## src/bptc_pkg.sv

```systemverilog
`default_nettype none

package bptc_pkg;

   // Field widths
   localparam int RAW_W     = 24;
   localparam int COEFF_W   = 16;
   localparam int RES_W     = 32;
   localparam int CSR_IDX_W = 3;

   // Calibration register indexes
   typedef enum logic [CSR_IDX_W-1:0] {
      CSR_SENS        = 3'd0,
      CSR_OFFSET      = 3'd1,
      CSR_SENS_TC     = 3'd2,
      CSR_OFFSET_TC   = 3'd3,
      CSR_REF_TEMP    = 3'd4,
      CSR_TEMP_SLOPE  = 3'd5
   } csr_index_type;

   localparam logic [COEFF_W-1:0] COEFF_ALL_ONES = 16'hFFFF;

   // 20.00 C reference point, and the offsets used for the low-temperature term
   localparam logic signed [19:0] TEMP_REF_CENTI = 20'sd2000;
   localparam logic signed [19:0] TD2_OFFSET     = 20'sd3500;
   localparam logic signed [18:0] LOW_TD_LIMIT   = -19'sd3500;

   typedef struct packed {
      logic [COEFF_W-1:0] sens;
      logic [COEFF_W-1:0] offset;
      logic [COEFF_W-1:0] sens_temp;
      logic [COEFF_W-1:0] offset_temp;
      logic [COEFF_W-1:0] ref_temp;
      logic [COEFF_W-1:0] temp_slope;
   } cfg_type;

   // First-order results handed to the second-order stages
   typedef struct packed {
      logic signed [19:0] temp;
      logic signed [36:0] off;
      logic signed [36:0] sens;
      logic [17:0]        t2;
      logic signed [18:0] td;
      logic signed [19:0] td2;
      logic               below_ref;
      logic               below_low;
      logic [RAW_W-1:0]   d1;
   } fo_type;

   // Corrected terms handed to the pressure stages
   typedef struct packed {
      logic signed [RES_W-1:0] temp_out;
      logic signed [42:0]      off_adj;
      logic signed [42:0]      sens_adj;
      logic [RAW_W-1:0]        d1;
   } so_type;

endpackage

`default_nettype wire

```

## src/bptc_second_order.sv

```systemverilog
`default_nettype none

module bptc_second_order import bptc_pkg::*; (
   input  wire logic   clock,
   input  wire logic   reset,
   input  wire logic   en,
   input  wire logic   in_valid,
   input  wire fo_type in_data,
   output logic        out_valid,
   output so_type      out_data
);

   logic v3_ff, v4_ff;

   logic signed [37:0] qq_full;
   logic signed [39:0] sq_full;
   logic [35:0]        qq_ff;
   logic [37:0]        sq_ff;
   fo_type             s3_ff;
   so_type             s4_ff, s4_in;

   logic [41:0] five_qq, seven_sq, eleven_sq, off2, sens2;

   always_ff @(posedge clock) begin
      if (reset) begin
         v3_ff <= 1'b0;
         v4_ff <= 1'b0;
      end else if (en) begin
         v3_ff <= in_valid;
         v4_ff <= v3_ff;
      end
   end

   // Stage 3: squares of the distances below 20 C and below -15 C
   assign qq_full = in_data.td * in_data.td;
   assign sq_full = in_data.td2 * in_data.td2;

   // Stage 4: second-order terms (all non-negative, so shifts truncate correctly)
   always_comb begin
      five_qq   = (42'(qq_ff) << 2) + 42'(qq_ff);
      seven_sq  = (42'(sq_ff) << 3) - 42'(sq_ff);
      eleven_sq = (42'(sq_ff) << 3) + (42'(sq_ff) << 1) + 42'(sq_ff);
      off2      = '0;
      sens2     = '0;
      if (s3_ff.below_ref) begin
         off2  = (five_qq >> 1) + (s3_ff.below_low ? seven_sq : 42'd0);
         sens2 = (five_qq >> 2) + (s3_ff.below_low ? (eleven_sq >> 1) : 42'd0);
      end
      s4_in.temp_out = 32'(s3_ff.temp) - 32'(s3_ff.t2);
      s4_in.off_adj  = 43'(s3_ff.off) - $signed({1'b0, off2});
      s4_in.sens_adj = 43'(s3_ff.sens) - $signed({1'b0, sens2});
      s4_in.d1       = s3_ff.d1;
   end

   always_ff @(posedge clock) begin
      if (en) begin
         qq_ff <= qq_full[35:0];
         sq_ff <= sq_full[37:0];
         s3_ff <= in_data;
         s4_ff <= s4_in;
      end
   end

   assign out_valid = v4_ff;
   assign out_data  = s4_ff;

endmodule

`default_nettype wire

```

## config.mk

```make
export PLATFORM = sky130hd
export DESIGN_NAME = bptc_second_order
export DESIGN_NICKNAME = d
export VERILOG_FILES = /design/src/bptc_pkg.sv /design/src/bptc_second_order.sv
export SDC_FILE = /design/constraint.sdc
export NUM_CORES = 2
export LEC_CHECK = 0
export BUFFER_PORTS_ARGS = -buffer_cell sky130_fd_sc_hd__buf_2
export CAP_MARGIN = 25
export CORE_ASPECT_RATIO = 1.1
export CORE_MARGIN = 2
export CORE_UTILIZATION = 55
export CTS_CLUSTER_DIAMETER = 50
export DETAILED_ROUTE_END_ITERATION = 7
export GPL_ROUTABILITY_DRIVEN = 0
export PLACE_DENSITY = 0.73
export SLEW_MARGIN = 20
export SYNTH_ARGS = -nofsm -noshare
export SYNTH_HDL_FRONTEND = slang
export SYNTH_SLANG_ARGS = --single-unit
```

## constraint.sdc

```tcl
create_clock -name clock -period 9.8 [get_ports clock]
set_input_delay 1.47 -clock clock [delete_from_list [all_inputs] [get_ports clock]]
set_output_delay 1.47 -clock clock [all_outputs]
set_load 0.005 [all_outputs]
```

==> results.md <==
| Step | Parameter | Value |
| --- | --- | --- |
| worst setup path | CP endpoint kind | flip-flop |
| logic synthesis | Synth Area in Simple Gates | 0.119 |
| logic synthesis | Number of synthesis warnings | 0 |
| sta | Setup repair after global routing missed its margin | false |
| logic synthesis | Cell types with the largest area share after synthesis | fa_1 (29%), edfxtp_1 (20%), ha_1 (13%), inv_1 (6.7%), xnor2_1 (4.0%) |
| logic synthesis | Parity-gate share of the synthesized area counting xor and xnor cells | 0.0570 |
| sta | Final Hold Fails | 0 |
| sta | Achievable frequency | 120 MHz |
| cts | Total clock sinks | 343 |
| sta | Minimum clock period after layout | 8.37 ns |
| worst setup path | Critical path required time | 10.09 ns |
| logic synthesis | Number of enable-type register cells in the synthesized netlist | 341 |
| worst setup path | Category of the critical setup timing path | primary input to flip-flop |
| job | Maximum Capacitance Violations | 0 |
| cts | Cts bufs inserted | 37 |
| worst setup path | Critical Path AT | 8.66 ns |
| cells and area | Fraction of final layout cells with drive strength greater than 1 | 0.0808 |
| cts | Number of buffers inserted by hold repair at cts | 0 |
| floorplan | Die extent in y | 322 um |
| worst hold path | Hold/Removal Path Class | flip-flop to flip-flop |
| global route | Total congestion overflow after global routing | 0 |
| routing | Antenna Violating Nets Remaining | 0 |
| sta | Finish-stage setup viols | 0 |
| logic synthesis | Post-synthesis adder-cell area fraction | 0.417 |
| placement | Detailed placer's ending HPWL | 101 mm |
| cts | H-tree depth | 2 |
| global route | Overall track demand over capacity in global routing | 0.257 |
| floorplan | Top-level port count | 324 |
| cells and area | Diodes inserted | 0 |
| routing | DR iter-0 viols | 2,406 |
| cells and area | Top library cells by usage in the layout, fill and taps aside | inv_1 (906), fa_1 (734), ha_1 (505) |
| cts | Number of buffers on the longest clock path | 3 |
| sta | Final Cycle Share | 0.854 |
| logic synthesis | Cell area after technology mapping | 50,400 sq um |
| cells and area | Area growth from synthesis to layout | 7.73% |
| cells and area | Most common library cell in the layout ignoring fill and taps | inv_1 |
| logic synthesis | Library cell occupying the most area in the post-synthesis netlist | fa_1 |
| global route | Vias in the first global route | 37,400 |
| floorplan | CORE AREA | 91,000 sq um |
| cells and area | Total of fill cells in the finished design | 7,667 |
| routing | Average wire per cell in the routed design | 18.3 um |
| logic synthesis | Mean instance size in the synthesized netlist | 9.85 sq um |
| status | Outcome | completed |
| logic synthesis | Dominant combinational cell family by area after synthesis | adder cells |
| cts | Count of cells resized by post-cts repair | 0 |
| cts | CTS tree | yes |
| cts | Clock transition at path regs | 0.06 ns |
| worst setup path | Kind of launch point of the worst setup path | primary input |
| global route | Number of antenna violations at the first check in global routing | 2 |
| floorplan | Starting utilization of the core area | 0.554 |
| logic synthesis | Cell count after synthesis | 5,119 |
| cts | Setup Buffers After CTS | 0 |
| sta | Worst slew slack as a fraction of its limit | 0.327 |
| logic synthesis | Number of distinct library cells after synthesis | 98 |
| global route | Wire length of the first global-routing pass | 193 mm |
| floorplan | Die area | 94,200 sq um |
| sta | Final Max Slew Viols | 0 |
| logic synthesis | Primary flip-flop cell chosen by synthesis mapping | edfxtp_1 |
| cells and area | Final net count | 6,803 |
| worst setup path | Maximum fanout count along the critical path | 16 |
| floorplan | Horizontal extent of the die | 293 um |
| routing | Pre-Repair DR Iteration Count | 5 |
| logic synthesis | Sequential share of the synthesized area | 0.204 |
| placement | Port Buffer Count | 323 |
| global route | Maximum number of pins on one net before global-route repair | 183 |
| routing | Via count | 36,900 |
| logic synthesis | Share of the synthesized area in compound gates (AO/OA/AOI/OAI) | 0.124 |
| cts | Cell at the root of the clock tree | clkbuf_16 |
| logic synthesis | Fraction of registers with async set/reset | 0 |
| routing | Overall routed net length | 121 mm |
| floorplan | Number of rows created at floorplan | 116 |
| routing | DR vias/cell | 5.60 |
| logic synthesis | Portion of synthesized cell area occupied by the leading cell type | 0.291 |
| sta | Transition time of the tightest slew-check pin | 1.01 ns |
| sta | Worst-case clock skew | 0.0229 ns |
| sta | Summed negative setup slack over all endpoints | 0 ns |
| cts | Clk Latency, worst-skew pair | 0.56 ns |
| logic synthesis | Mux contribution to synthesized area | 0.00228 |
| routing | DRC violation count after routing | 0 |
| logic synthesis | Total of flip-flops plus latches after synthesis | 343 |
registers in the layout (all words and copies together) (netlist names):
register / flops
s3_ff: 138
out_data: 131
sq_ff: 37
qq_ff: 35
out_valid: 1
v3_ff: 1
per-stage QoR:
step | cells | utilization | setup WS, ns | hold slack, ns | area, sq um
6_report | 6587 | 0.597 | 1.43 | 0.419 | 54300
5_1_grt | 6587 | 0.597 | 0.950 | 0.426 | 54300
4_1_cts | 6587 | 0.597 | 1.47 | 0.420 | 54300
3_5_place_dp | 6524 | 0.584 | 0.898 | 0.406 | 53200
3_3_place_gp | 6524 | 0.584 | 1.03 | 0.401 | 53200
2_1_floorplan | 5120 | - | 1.65 | 0.400 | 50400
metal layers:
layer  track usage  vias to the layer above  share of wire
li1              -                    17400              -
met1         0.347                    18200           0.43
met2         0.437                     1122           0.48
met3        0.0312                      172          0.060
met4        0.0729                        4          0.030
met5             0                        -        0.00020
critical path, stage by stage:
cell,delay [ns]
buf_2,0.30
clkinv_1,0.41
nor2_1,0.34
fa_1,0.49
fa_1,0.52
inv_1,0.06
fa_1,0.49
fa_1,0.52
inv_1,0.06
fa_1,0.55
fa_1,0.44
fa_1,0.47
ha_1,0.38
o21a_1,0.13
o211ai_1,0.10
nand2_1,0.09
a21boi_0,0.08
o41ai_1,0.67
a21oi_1,0.29
o211ai_1,0.29
nand2_1,0.11
o21ai_0,0.17
a21oi_1,0.09
xor2_1,0.14
final cells by class:
class | count | area, sq um | share of cell area
Timing Repair Buffer | 332 | 1710 | 0.0314
Sequential cell | 343 | 10300 | 0.189
Clock inverter | 18 | 206 | 0.00380
Tap cell | 1180 | 1480 | 0.0272
Clock buffer | 45 | 956 | 0.0176
Inverter | 909 | 3410 | 0.0628
Multi-Input combinational cell | 3760 | 36300 | 0.668
worst paths after layout:
check,startpoint,end,slack (ns),depth (start not counted)
worst min-delay path,s3_ff[11],out_data[11],0.42,0
worst min register to register,s3_ff[11],out_data[11],0.42,0
worst max register to register,sq_ff[4],out_data[64],1.77,28
worst max-delay path,in_data[28],sq_ff[37],1.43,24
logic make-up after synthesis:
kind of cell             count (synthesis)
AND/OR/NAND/NOR                       1230
flip-flops                             343
XOR/XNOR                               328
adder cells (fa/ha/maj)               1239
AO/OA/AOI/OAI                          949
buffers and inverters                 1017
other                                    2
multiplexers                            11
synth_stat cells, drive strengths merged (9+ instances only):
master  instances
a211o          13
a211oi         33
a21boi         14
a21o          169
a21oi         275
a31o            9
a31oi          40
and2          192
and3           43
buf            17
clkbuf         91
edfxtp        341
fa            734
ha            505
inv           906
nand2         402
nand2b         67
nand3          65
nand3b         14
nand4          18
nor2          247
nor2b          60
nor3           49
o211ai         25
o21a           55
o21ai         174
o21bai         34
o31ai          16
or2            19
or3            21
xnor2         230
xor2           98
Power is left out: the tool's default activity adds up to more than one toggle a clock period on the data nets, which glitch-free logic cannot reach.
