==> config.mk <==
export PLATFORM = sky130hd
export DESIGN_NAME = bptc_csr
export DESIGN_NICKNAME = d
export VERILOG_FILES = /design/src/bptc_pkg.sv /design/src/bptc_csr.sv
export SDC_FILE = /design/constraint.sdc
export NUM_CORES = 1
export LEC_CHECK = 0
export ABC_AREA = 1
export ABC_CLOCK_PERIOD_IN_PS = 2700
export BUFFER_PORTS_ARGS = -buffer_cell sky130_fd_sc_hd__clkbuf_2
export CAP_MARGIN = 20
export CORE_MARGIN = 5
export CORE_UTILIZATION = 58
export CTS_BUF_LIST = sky130_fd_sc_hd__clkbuf_8
export DETAILED_ROUTE_END_ITERATION = 12
export GPL_TIMING_DRIVEN = 0
export PLACE_DENSITY = 0.93
export SLEW_MARGIN = 40
export SYNTH_ARGS = -nofsm -noshare
export SYNTH_HDL_FRONTEND = slang
export SYNTH_SLANG_ARGS = --single-unit
==> constraint.sdc <==
create_clock -name clock -period 2.7 [get_ports clock]
set_input_delay 0.405 -clock clock [delete_from_list [all_inputs] [get_ports clock]]
set_output_delay 0.405 -clock clock [all_outputs]
set_load 0.1 [all_outputs]
==> src/bptc_pkg.sv <==
`default_nettype none

package bptc_pkg;

   // Field widths
   localparam int RAW_W     = 24;
   localparam int COEFF_W   = 16;
   localparam int RES_W     = 32;
   localparam int CSR_IDX_W = 3;

   // Calibration register indexes
   typedef enum logic [CSR_IDX_W-1:0] {
      CSR_SENS        = 3'd0,
      CSR_OFFSET      = 3'd1,
      CSR_SENS_TC     = 3'd2,
      CSR_OFFSET_TC   = 3'd3,
      CSR_REF_TEMP    = 3'd4,
      CSR_TEMP_SLOPE  = 3'd5
   } csr_index_type;

   localparam logic [COEFF_W-1:0] COEFF_ALL_ONES = 16'hFFFF;

   // 20.00 C reference point, and the offsets used for the low-temperature term
   localparam logic signed [19:0] TEMP_REF_CENTI = 20'sd2000;
   localparam logic signed [19:0] TD2_OFFSET     = 20'sd3500;
   localparam logic signed [18:0] LOW_TD_LIMIT   = -19'sd3500;

   typedef struct packed {
      logic [COEFF_W-1:0] sens;
      logic [COEFF_W-1:0] offset;
      logic [COEFF_W-1:0] sens_temp;
      logic [COEFF_W-1:0] offset_temp;
      logic [COEFF_W-1:0] ref_temp;
      logic [COEFF_W-1:0] temp_slope;
   } cfg_type;

   // First-order results handed to the second-order stages
   typedef struct packed {
      logic signed [19:0] temp;
      logic signed [36:0] off;
      logic signed [36:0] sens;
      logic [17:0]        t2;
      logic signed [18:0] td;
      logic signed [19:0] td2;
      logic               below_ref;
      logic               below_low;
      logic [RAW_W-1:0]   d1;
   } fo_type;

   // Corrected terms handed to the pressure stages
   typedef struct packed {
      logic signed [RES_W-1:0] temp_out;
      logic signed [42:0]      off_adj;
      logic signed [42:0]      sens_adj;
      logic [RAW_W-1:0]        d1;
   } so_type;

endpackage

`default_nettype wire

==> src/bptc_csr.sv <==
`default_nettype none

module bptc_csr import bptc_pkg::*; (
   input  wire logic                 clock,
   input  wire logic                 reset,
   input  wire logic                 csr_we,
   input  wire logic [CSR_IDX_W-1:0] csr_index,
   input  wire logic [COEFF_W-1:0]   csr_wdata,
   output cfg_type                   cfg,
   output logic                      calib_bad
);

   cfg_type cfg_ff, cfg_in;

   // Register write decode; indexes past the list are dropped
   always_comb begin
      cfg_in = cfg_ff;
      if (csr_we) begin
         case (csr_index)
            CSR_SENS:       cfg_in.sens        = csr_wdata;
            CSR_OFFSET:     cfg_in.offset      = csr_wdata;
            CSR_SENS_TC:    cfg_in.sens_temp   = csr_wdata;
            CSR_OFFSET_TC:  cfg_in.offset_temp = csr_wdata;
            CSR_REF_TEMP:   cfg_in.ref_temp    = csr_wdata;
            CSR_TEMP_SLOPE: cfg_in.temp_slope  = csr_wdata;
            default:        cfg_in             = cfg_ff;
         endcase
      end
   end

   always_ff @(posedge clock) begin
      if (reset) begin
         cfg_ff <= '0;
      end else begin
         cfg_ff <= cfg_in;
      end
   end

   assign cfg = cfg_ff;

   // Flag a word stuck at all zeros or all ones
   always_comb begin
      calib_bad = 1'b0;
      if (cfg_ff.sens == '0 || cfg_ff.sens == COEFF_ALL_ONES) calib_bad = 1'b1;
      if (cfg_ff.offset == '0 || cfg_ff.offset == COEFF_ALL_ONES) calib_bad = 1'b1;
      if (cfg_ff.sens_temp == '0 || cfg_ff.sens_temp == COEFF_ALL_ONES) calib_bad = 1'b1;
      if (cfg_ff.offset_temp == '0 || cfg_ff.offset_temp == COEFF_ALL_ONES) calib_bad = 1'b1;
      if (cfg_ff.ref_temp == '0 || cfg_ff.ref_temp == COEFF_ALL_ONES) calib_bad = 1'b1;
      if (cfg_ff.temp_slope == '0 || cfg_ff.temp_slope == COEFF_ALL_ONES) calib_bad = 1'b1;
   end

endmodule

`default_nettype wire

==> impl_summary.md <==
Synthesis
When the netlist entered floorplanning its net count stood at 628. The mean area per synthesized cell is 7.051 sq um. For this run, the number of Yosys warnings is 0. The number of synthesized flops with an enable pin is 0.

Synthesis handed over a netlist of 606 instances. Sorting the synthesized cells by area gives the leading types as sky130_fd_sc_hd__dfxtp_1, sky130_fd_sc_hd__nand2_1, sky130_fd_sc_hd__a21oi_1. The prevailing post-synth register cell is sky130_fd_sc_hd__dfxtp_1.

Of the post-synthesis cell area, the dominant cell type holds 0.4498. Counting flops with an async set or reset pin after synthesis yields a share of 0. The share of the Yosys chip area taken by registers is 0.4498. Yosys mapped the design onto 22 distinct sky130hd cell types. Sorting the synthesized cells by how often they occur yields sky130_fd_sc_hd__nand2_1, sky130_fd_sc_hd__dfxtp_1, sky130_fd_sc_hd__a21oi_1.

Among all cell types in the netlist, the one instantiated most often is sky130_fd_sc_hd__nand2_1. The biggest area contributor in the post-synthesis netlist is sky130_fd_sc_hd__dfxtp_1. The cell area that synthesis handed to floorplanning was 4273 sq um. Counting flops and latches in the post-synthesis netlist gives 96.

Setup path
The maximum fanout count along the critical path is 4. The critical path is of the register to primary output type. The worst setup path is launched from a register. Data on the critical path is required at its endpoint by 2.30 ns. The worst path arrival time is 1.84 ns. The endpoint kind of the worst setup timing path is a primary output.

STA
Between clock sinks in the finished design, the worst skew comes to 0 ns. At the pin with the least slew margin, the transition time is 0.7192 ns. In this run the tightest slew margin relative to its limit is 0.5205. The accumulated negative setup slack is 0 ns. Setup violations remaining at the end of the flow were counted as 0. Based on the critical path, the design can be clocked at up to 445.5 MHz. Setup repair after global routing left no endpoint under its margin.

The final cycle utilization of the critical path is 0.8314. The clock period minus worst slack is 2.245 ns. The number of pins with negative max-slew slack in the final report is 0.

The number of endpoints with negative hold slack in the final report is 0.

Routing
The post-detailed-route DRC marker count is 0. The first routing iteration left 479 violations. Wires add up to 12.94 mm.

Using the TritonRoute via totals, the vias-per-cell ratio works out to 5.462. Dividing the detail-routed wire length by the instance count gives 15.48 microns. The final route contains 4,566 vias. The final antenna-violating net count is 0. The pre-antenna-repair detailed-routing pass consisted of 6 iterations.

Place
At the end of routability-driven placement, the weighted congestion stood at 0.8963. Port buffering added 115 buffers. The HPWL after detailed placement is 9.464 mm. Summing all placed instances gives a cell area of 4972 sq um.

GRT
The total global-route track usage is 0.2865. The met1 layer usage reported by global route is 0.3572. The total overflow left after global routing is 0. For this run, global-route usage on met3 was measured as 0.05238. The global routing stage identified its most utilized layer as met2. The via count of the first global-routing pass is 4,144. The met2 track demand over resource in global routing is 0.4852. The initial antenna violation count is 0. The pin count of the biggest net entering global routing is 16. The global-route wire length before repair is 20.09 mm.

Clock tree
Counting the buffers created by CTS gives 9. Clock tree synthesis found a total of 96 sinks. In this run, post-CTS repair resized a total of 0 instances. TritonCTS built the clock tree. Buffers inserted to repair hold after CTS numbered 0. No sink is reached through more buffers than the 2 on the longest clock path. In this run the post-CTS setup repair buffer count came out at 0.

The later pin in the worst-skew pair is clocked with a latency of 0.36 ns. In this run the number of H-tree levels came out at 3. Clock-pin slew was measured on the worst setup and hold paths at 0.09 ns. The root buffer cell is sky130_fd_sc_hd__clkbuf_8.

Cells and area
The number of nets in the finished design is 754. The final instance area is 5169 sq um. At the end of the flow the core is filled with cells to 0.7164. In the final layout, the share of cells above drive strength 1 is 0.2469. 0 antenna diodes ended up in the layout. The flip-flop count of the largest register after layout is 96. The area growth from synthesis to final layout is 20.97%.

Die
The die height is 95.83 microns. The effective utilization at floorplan is 0.5923. The floorplan step defined a core boundary enclosing 7214 sq um. The initialized floorplan defines 31 standard-cell rows. The die covers 9183 sq um. The I/O pin total is 119. The horizontal die dimension is 95.83 microns.

Pwr
Total power for the finished layout comes to 2.916 mW. Of the total power, registers draw 0.507. The peak ir drop on the vdd network is 0.3167 mV. The analysis attributes to net switching a power of 0.9275 mW.

The internal power of the cells totals 1.988 mW. The fraction of power spent switching nets is 0.3181. The share of power burned in combinational logic is 0.171.

Of the total power, the clock network draws 0.322. The static leakage is 2.311 nW. The cell area power density is 564.1 nW/um^2.

Run
The number of maximum-capacitance constraint violations is 0.

Worst hold path
The type of the worst min-delay path is input pin to register.

Run status
The run finished with clean final reports.
layout by cell type, fill, tap and decap left out, types with 4 or more instances in the layout:
cell type	instances
sky130_fd_sc_hd__a21oi_1	84
sky130_fd_sc_hd__a21oi_2	10
sky130_fd_sc_hd__buf_2	8
sky130_fd_sc_hd__buf_6	7
sky130_fd_sc_hd__clkbuf_1	9
sky130_fd_sc_hd__clkbuf_2	115
sky130_fd_sc_hd__clkbuf_8	10
sky130_fd_sc_hd__clkinv_2	4
sky130_fd_sc_hd__dfxtp_1	96
sky130_fd_sc_hd__inv_1	22
sky130_fd_sc_hd__inv_2	4
sky130_fd_sc_hd__nand2_1	233
sky130_fd_sc_hd__nand2_2	10
sky130_fd_sc_hd__nand2_4	4
sky130_fd_sc_hd__nand4_1	29
sky130_fd_sc_hd__nor2_1	76
worst paths after layout:
path / start / to / slack [ns] / cells after the start
hold / removal: csr_index[0] / cfg[36]$_SDFFE_PP0P_ / 0.35 / 3
setup / recovery: cfg[73]$_SDFFE_PP0P_ / calib_bad / 0.46 / 7
hold reg to reg: cfg[42]$_SDFFE_PP0P_ / cfg[42]$_SDFFE_PP0P_ / 0.50 / 2
setup reg to reg: cfg[47]$_SDFFE_PP0P_ / cfg[47]$_SDFFE_PP0P_ / 1.93 / 2
critical path, stage by stage (launching register included):
cell and delay, ns:
sky130_fd_sc_hd__dfxtp_1 0.43, sky130_fd_sc_hd__nand4_1 0.13, sky130_fd_sc_hd__nor2_1 0.12, sky130_fd_sc_hd__nand2_1 0.11
sky130_fd_sc_hd__nand2_1 0.07, sky130_fd_sc_hd__nor2_1 0.04, sky130_fd_sc_hd__nand3_1 0.10, sky130_fd_sc_hd__clkbuf_2 0.47
layer usage:
layer  part of all wire  vias to the layer above
li1                   -                     2192
met3               0.10                       42
met2               0.47                      245
met5                  0                        -
met4              0.034                        0
met1               0.39                     2087
cell type report:
| cell class | count | area (sq um) |
|---|---|---|
| well taps | 99 | 123.9 |
| flip-flops and latches | 96 | 1922 |
| multi-input cells | 455 | 2059 |
| clock buffers | 10 | 137.6 |
| clock inverters | 6 | 58.81 |
| fillers | 628 | 2046 |
| repair buffers | 115 | 575.6 |
| inverters | 28 | 111.4 |
| plain buffers | 27 | 180.2 |
logic make-up (layout without fill, tap and decap cells):
logic type / count (synthesis) / after routing / synth area share
buffers and inverters: 55 / 186 / 0.06823
flip-flops: 96 / 96 / 0.4498
AND/OR/NAND/NOR: 359 / 359 / 0.3596
AO/OA/AOI/OAI: 96 / 96 / 0.1224
metrics by stage:
| stage | hold WS (ns) | setup slack, ns | std cells |
|---|---|---|---|
| global placement | 0.4757 | 0.8903 | 820 |
| finish | 0.3540 | 0.4552 | 836 |
| detailed placement | 0.4886 | 0.8637 | 820 |
| floorplan | 0.5413 | 0.1372 | 606 |
| CTS | 0.3507 | 0.4539 | 836 |
| global route | 0.3611 | 0.3291 | 836 |
power groups by stage:
| stage | clock network [mW] | registers [mW] | logic [mW] |
|---|---|---|---|
| after CTS | 0.946 | 1.48 | 0.494 |
| after floorplan | 0 | 1.72 | 0.156 |
| after global routing | 1.01 | 1.48 | 0.524 |
| after detailed placement | 0 | 1.51 | 0.493 |
| after global placement | 0 | 1.51 | 0.485 |
| final | 0.939 | 1.48 | 0.499 |
(Power assumes the default switching activity.)
