**src/bptc_pkg.sv**
```systemverilog
`default_nettype none

package bptc_pkg;

   // Field widths
   localparam int RAW_W     = 24;
   localparam int COEFF_W   = 16;
   localparam int RES_W     = 32;
   localparam int CSR_IDX_W = 3;

   // Calibration register indexes
   typedef enum logic [CSR_IDX_W-1:0] {
      CSR_SENS        = 3'd0,
      CSR_OFFSET      = 3'd1,
      CSR_SENS_TC     = 3'd2,
      CSR_OFFSET_TC   = 3'd3,
      CSR_REF_TEMP    = 3'd4,
      CSR_TEMP_SLOPE  = 3'd5
   } csr_index_type;

   localparam logic [COEFF_W-1:0] COEFF_ALL_ONES = 16'hFFFF;

   // 20.00 C reference point, and the offsets used for the low-temperature term
   localparam logic signed [19:0] TEMP_REF_CENTI = 20'sd2000;
   localparam logic signed [19:0] TD2_OFFSET     = 20'sd3500;
   localparam logic signed [18:0] LOW_TD_LIMIT   = -19'sd3500;

   typedef struct packed {
      logic [COEFF_W-1:0] sens;
      logic [COEFF_W-1:0] offset;
      logic [COEFF_W-1:0] sens_temp;
      logic [COEFF_W-1:0] offset_temp;
      logic [COEFF_W-1:0] ref_temp;
      logic [COEFF_W-1:0] temp_slope;
   } cfg_type;

   // First-order results handed to the second-order stages
   typedef struct packed {
      logic signed [19:0] temp;
      logic signed [36:0] off;
      logic signed [36:0] sens;
      logic [17:0]        t2;
      logic signed [18:0] td;
      logic signed [19:0] td2;
      logic               below_ref;
      logic               below_low;
      logic [RAW_W-1:0]   d1;
   } fo_type;

   // Corrected terms handed to the pressure stages
   typedef struct packed {
      logic signed [RES_W-1:0] temp_out;
      logic signed [42:0]      off_adj;
      logic signed [42:0]      sens_adj;
      logic [RAW_W-1:0]        d1;
   } so_type;

endpackage

`default_nettype wire

```
**src/bptc_pressure.sv**
```systemverilog
`default_nettype none

module bptc_pressure import bptc_pkg::*; (
   input  wire logic               clock,
   input  wire logic               reset,
   input  wire logic               en,
   input  wire logic               in_valid,
   input  wire so_type             in_data,
   input  wire logic               calib_bad,
   output logic                    out_valid,
   output logic signed [RES_W-1:0] pressure_out,
   output logic signed [RES_W-1:0] temperature_centi,
   output logic                    out_calib_bad
);

   logic v5_ff, v6_ff, v7_ff, out_valid_ff;

   logic [45:0]             plo_ff, plo_in;
   logic signed [45:0]      phi_ff, phi_in;
   logic signed [67:0]      prod_ff, prod_in;
   logic signed [47:0]      x_ff, x_in;
   logic signed [42:0]      off5_ff, off6_ff;
   logic signed [RES_W-1:0] temp5_ff, temp6_ff, temp7_ff;
   logic                    prod_adj, x_adj;
   logic signed [RES_W-1:0] press_ff, press_in;
   logic signed [RES_W-1:0] temp_out_ff;
   logic                    bad_ff;

   always_ff @(posedge clock) begin
      if (reset) begin
         v5_ff        <= 1'b0;
         v6_ff        <= 1'b0;
         v7_ff        <= 1'b0;
         out_valid_ff <= 1'b0;
      end else if (en) begin
         v5_ff        <= in_valid;
         v6_ff        <= v5_ff;
         v7_ff        <= v6_ff;
         out_valid_ff <= v7_ff;
      end
   end

   // Stage 5: raw pressure times SENS, split into two partial products
   assign plo_in = in_data.d1 * in_data.sens_adj[21:0];
   assign phi_in = $signed({1'b0, in_data.d1}) * $signed(in_data.sens_adj[42:22]);

   // Stage 6: recombine
   assign prod_in = (68'(phi_ff) <<< 22) + 68'(plo_ff);

   // Stage 7: divide by 2^21 toward zero and take off OFF
   assign prod_adj = prod_ff[67] && (prod_ff[20:0] != '0);
   assign x_in     = 48'($signed(prod_ff[67:21])) + {47'd0, prod_adj} - 48'(off6_ff);

   // Stage 8: divide by 2^15 toward zero, keep the low 32 bits
   assign x_adj    = x_ff[47] && (x_ff[14:0] != '0);
   assign press_in = x_ff[46:15] + {31'd0, x_adj};

   always_ff @(posedge clock) begin
      if (en) begin
         plo_ff      <= plo_in;
         phi_ff      <= phi_in;
         off5_ff     <= in_data.off_adj;
         temp5_ff    <= in_data.temp_out;
         prod_ff     <= prod_in;
         off6_ff     <= off5_ff;
         temp6_ff    <= temp5_ff;
         x_ff        <= x_in;
         temp7_ff    <= temp6_ff;
         press_ff    <= press_in;
         temp_out_ff <= temp7_ff;
         bad_ff      <= calib_bad;
      end
   end

   assign out_valid         = out_valid_ff;
   assign pressure_out      = press_ff;
   assign temperature_centi = temp_out_ff;
   assign out_calib_bad     = bad_ff;

endmodule

`default_nettype wire

```
**config.mk**
```make
export PLATFORM = sky130hd
export DESIGN_NAME = bptc_pressure
export DESIGN_NICKNAME = d
export VERILOG_FILES = /design/src/bptc_pkg.sv /design/src/bptc_pressure.sv
export SDC_FILE = /design/constraint.sdc
export NUM_CORES = 2
export LEC_CHECK = 0
export ABC_AREA = 1
export BUFFER_PORTS_ARGS = -buffer_cell sky130_fd_sc_hd__buf_2
export CAP_MARGIN = 20
export CORE_MARGIN = 2
export CORE_UTILIZATION = 60
export CTS_CLUSTER_DIAMETER = 60
export DETAILED_ROUTE_END_ITERATION = 10
export PLACE_DENSITY = 0.83
export SLEW_MARGIN = 20
export SYNTH_ARGS = -nofsm -noshare
export SYNTH_HDL_FRONTEND = slang
export SYNTH_SLANG_ARGS = --single-unit
```
**constraint.sdc**
```tcl
create_clock -name clock -period 7.4 [get_ports clock]
set_input_delay 1.11 -clock clock [delete_from_list [all_inputs] [get_ports clock]]
set_output_delay 1.11 -clock clock [all_outputs]
set_load 0.02 [all_outputs]
```
==> metrics.md <==
| Metric | Value |
|---|---|
| Die Span X | `317 um` |
| DR iter-0 viols | `3913` |
| Site Rows | `114` |
| CP Capture Type | `flop` |
| Worst reg2reg path depth | `18` |
| Num Clock Sinks | `459` |
| Max Freq | `147 MHz` |
| Register area | `0.0137 mm^2` |
| CP Launch Type | `input port` |
| Clk_lat worst skew | `610 ps` |
| CTS Hold Bufs | `0` |
| Number of buffers added on ports | `212` |
| CP max FO | `22` |
| Cts bufs inserted | `47` |
| Seq cells post-synth | `459` |
| Worst-path cell with the longest stage delay | `buf_2` |
| Worst Path Required | `7740 ps` |
| DP HPWL | `127000 um` |
| First-pass GRT wire length | `247000 um` |
| R2R setup slack | `3950 ps` |
| Pin slew with the least headroom to its limit | `969 ps` |
| Routed vias | `46.1k` |
| Crit path DAT | `7160 ps` |
| Syn_nets | `8742` |
| H-tree levels | `2` |
| Cell variety after synth | `36` |
| Post-layout min period | `6810 ps` |
| Via density | `5.26` |
| Clk slew on worst S/H paths | `60 ps` |
| Most Frequent Cell on Critical Path | `fa_1` |
| YS warnings | `0` |
| Reg-to-Reg End | `x_ff[32]` |
| Status | `completed` |
| Syn-to-layout area delta | `7.70%` |
| Multi-input combinational cell area | `0.0366 mm^2` |
| Setup bufs post-CTS | `0` |
| Core area | `0.0969 mm^2` |
| Pins Over Slew Limit | `0` |
| Final Hold Fails | `0` |
| Worst r2r src | `prod_ff[1]` |
| Layout Nets | `8918` |
| Tot GR Track Use | `31.6%` |
| Filler cells | `7885` |
| Layout cells sized above 1 | `5.89%` |
| Starting density of the core | `60.6%` |
| Mapped Cells | `7276` |
| Post-cts resize count | `0` |
| Crit path to | `plo_ff[44]` |
| Area of the die | `0.100 mm^2` |
| Initial antenna violation count | `6` |
| Number of global-route vias before repair | `48.4k` |
| Largest stage delay, worst path | `560 ps` |
| Largest net degree at the start of global routing | `183` |
| Hold Path Class | `reg2reg` |
| DRT Pass-1 Iters | `8` |
| Relative slew margins | `35.4%` |
| Sequential-to-total area share from yosys stat | `23.4%` |
| Critical path class | `in2reg` |
| Clk buf depth | `3` |
| Setup TNS | `0 ps` |
| Chip Height | `317 um` |
| RePlAce Congestion | `0.982` |
| Crit path from | `in_data[17]` |
| # DRC | `0` |
| RSZ-0062 raised after global routing | `false` |
| Crit-path cells | `buf_2 -> nand2_1 -> fa_1 -> inv_1 -> fa_1 -> inv_1 -> fa_1 -> inv_1 -> fa_1 -> fa_1 -> fa_1 -> inv_1 -> fa_1 -> inv_1 -> ha_1 -> nand2_1 -> nor2_1 -> buf_4 -> nand2_1 -> nor2_1 -> nand3_1 -> nand4_1 -> nand2_1` |
| IO Count | `213` |
| Synthesized area | `0.0587 mm^2` |
| GR Overflow Total | `0` |
| Final WL | `154000 um` |
| Mean Syn Cell Area | `8.07 um^2` |
| Setup-failing EPs final | `0` |
| Clock root buffer | `clkbuf_16` |
| Max-cap violations | `0` |
| Wire length per cell | `17.6 um` |
| Final core utilization | `65.3%` |
| TritonCTS clock tree | `built` |
| Remaining antenna violation count | `0` |
| Final period utilization | `92.1%` |
| Clk_skew | `41.1 ps` |
## final cells by class
cell class	instances	area share (%)
clock buffer	52	1.92
sequential	459	21.7
antenna	3	0.0119
multi-input combinational	4586	57.9
tap	1276	2.52
inverter	2025	12.0
clock inverter	35	0.508
timing repair buffer	333	3.41
## synthesized netlist by cell type
cell type	instances	share of area, %
a41oi_1	1	0.015
nand4_1	28	0.30
ha_1	464	9.9
o21bai_1	15	0.19
fa_1	855	29
a31oi_1	10	0.11
or2_1	5	0.053
o211ai_2	1	0.021
a21o_1	3	0.038
inv_1	2016	13
nor2_4	3	0.058
a21oi_1	101	0.86
edfxtp_1	455	23
nand3b_1	2	0.026
nor2_1	325	2.1
nor2_2	2	0.021
nor4_1	12	0.13
or2_2	14	0.15
xnor2_1	30	0.45
nor3b_1	1	0.013
nand4_2	1	0.021
nand2b_1	1	0.011
nand3_1	182	1.6
dfxtp_1	4	0.14
o21ai_1	2	0.017
buf_1	1	0.0064
inv_2	9	0.058
xor2_1	100	1.5
o21ai_0	12	0.10
nor3_1	37	0.32
and2_1	7	0.075
nand2_2	2	0.021
or2_0	1	0.011
nand2_1	2366	15
clkbuf_1	205	1.3
nor3_2	3	0.051
## flip-flops by register name, indices dropped and copies added, names as in the netlist, 43 cells and up
| register | flops |
|---|---|
| x_ff | 48 |
| phi_ff | 46 |
| off6_ff | 43 |
| plo_ff | 46 |
| off5_ff | 43 |
| prod_ff | 68 |
## per-stage QoR
step / hold WS (ps) / setup slack [ps] / cell area (um^2) / std cells
3_3_place_gp: 400 / 229 / 61700 / 8679
3_5_place_dp: 405 / 92.3 / 61700 / 8679
5_1_grt: 419 / 376 / 63200 / 8769
4_1_cts: 414 / 700 / 63200 / 8766
6_report: 413 / 585 / 63200 / 8769
2_1_floorplan: 400 / 683 / 58700 / 7276
## cells by family (layout without fill, tap and decap cells)
family / after synthesis / in the layout / share of synthesized area [%]
compound gates: 145 / 145 / 1.35
xor+xnor: 130 / 130 / 1.94
fa+ha+maj: 1319 / 1319 / 39.0
buf+inv: 2231 / 2445 / 14.3
flops: 459 / 459 / 23.4
other cells: 0 / 3 / 0
simple gates: 2992 / 2992 / 20.0
## layer usage
metal  GRT usage, %  wire length [um]  vias to the layer above
met5              0                39                        -
met4           13.2              7270                        6
met3           5.73             14200                      482
met2           53.5             73500                     2210
met1           40.0             59400                    21930
li1               -                 -                    21493
## worst min path at each step
stage / startpoint / end / slack (ps) / cells after the start
6_report: off5_ff[7] / off6_ff[7] / 410 / 0
5_1_grt: temp6_ff[3] / temp7_ff[3] / 420 / 0
4_1_cts: temp6_ff[27] / temp7_ff[27] / 410 / 0
3_5_place_dp: off5_ff[28] / off6_ff[28] / 400 / 0
3_3_place_gp: temp7_ff[5] / temperature_centi[5] / 400 / 0
2_1_floorplan: off5_ff[0] / off6_ff[0] / 400 / 0
## critical path: cells and delay by family
| kind | cells | cell delay, ps |
|---|---|---|
| adder cells (fa/ha/maj) | 8 | 3920 |
| AND/OR/NAND/NOR | 8 | 1110 |
| buffers and inverters | 7 | 990 |
## cells in the final DEF (no fill, tap or decap), types with 3 or more instances in the layout
| cell | count |
|---|---|
| a21o_1 | 3 |
| a21oi_1 | 101 |
| a31oi_1 | 10 |
| and2_1 | 7 |
| buf_12 | 14 |
| buf_2 | 211 |
| buf_4 | 107 |
| clkbuf_1 | 4 |
| clkbuf_16 | 48 |
| clkinv_1 | 10 |
| clkinv_2 | 7 |
| clkinv_4 | 5 |
| clkinv_8 | 3 |
| dfxtp_1 | 4 |
| diode_2 | 3 |
| edfxtp_1 | 455 |
| fa_1 | 855 |
| ha_1 | 464 |
| inv_1 | 2016 |
| inv_2 | 9 |
| inv_8 | 3 |
| nand2_1 | 2366 |
| nand3_1 | 182 |
| nand4_1 | 28 |
| nor2_1 | 325 |
| nor2_4 | 3 |
| nor3_1 | 37 |
| nor3_2 | 3 |
| nor4_1 | 12 |
| o21ai_0 | 12 |
| o21bai_1 | 15 |
| or2_1 | 5 |
| or2_2 | 14 |
| xnor2_1 | 30 |
| xor2_1 | 100 |
Power is left out: the tool's default activity adds up to more than one toggle a clock period on the data nets, which glitch-free logic cannot reach.
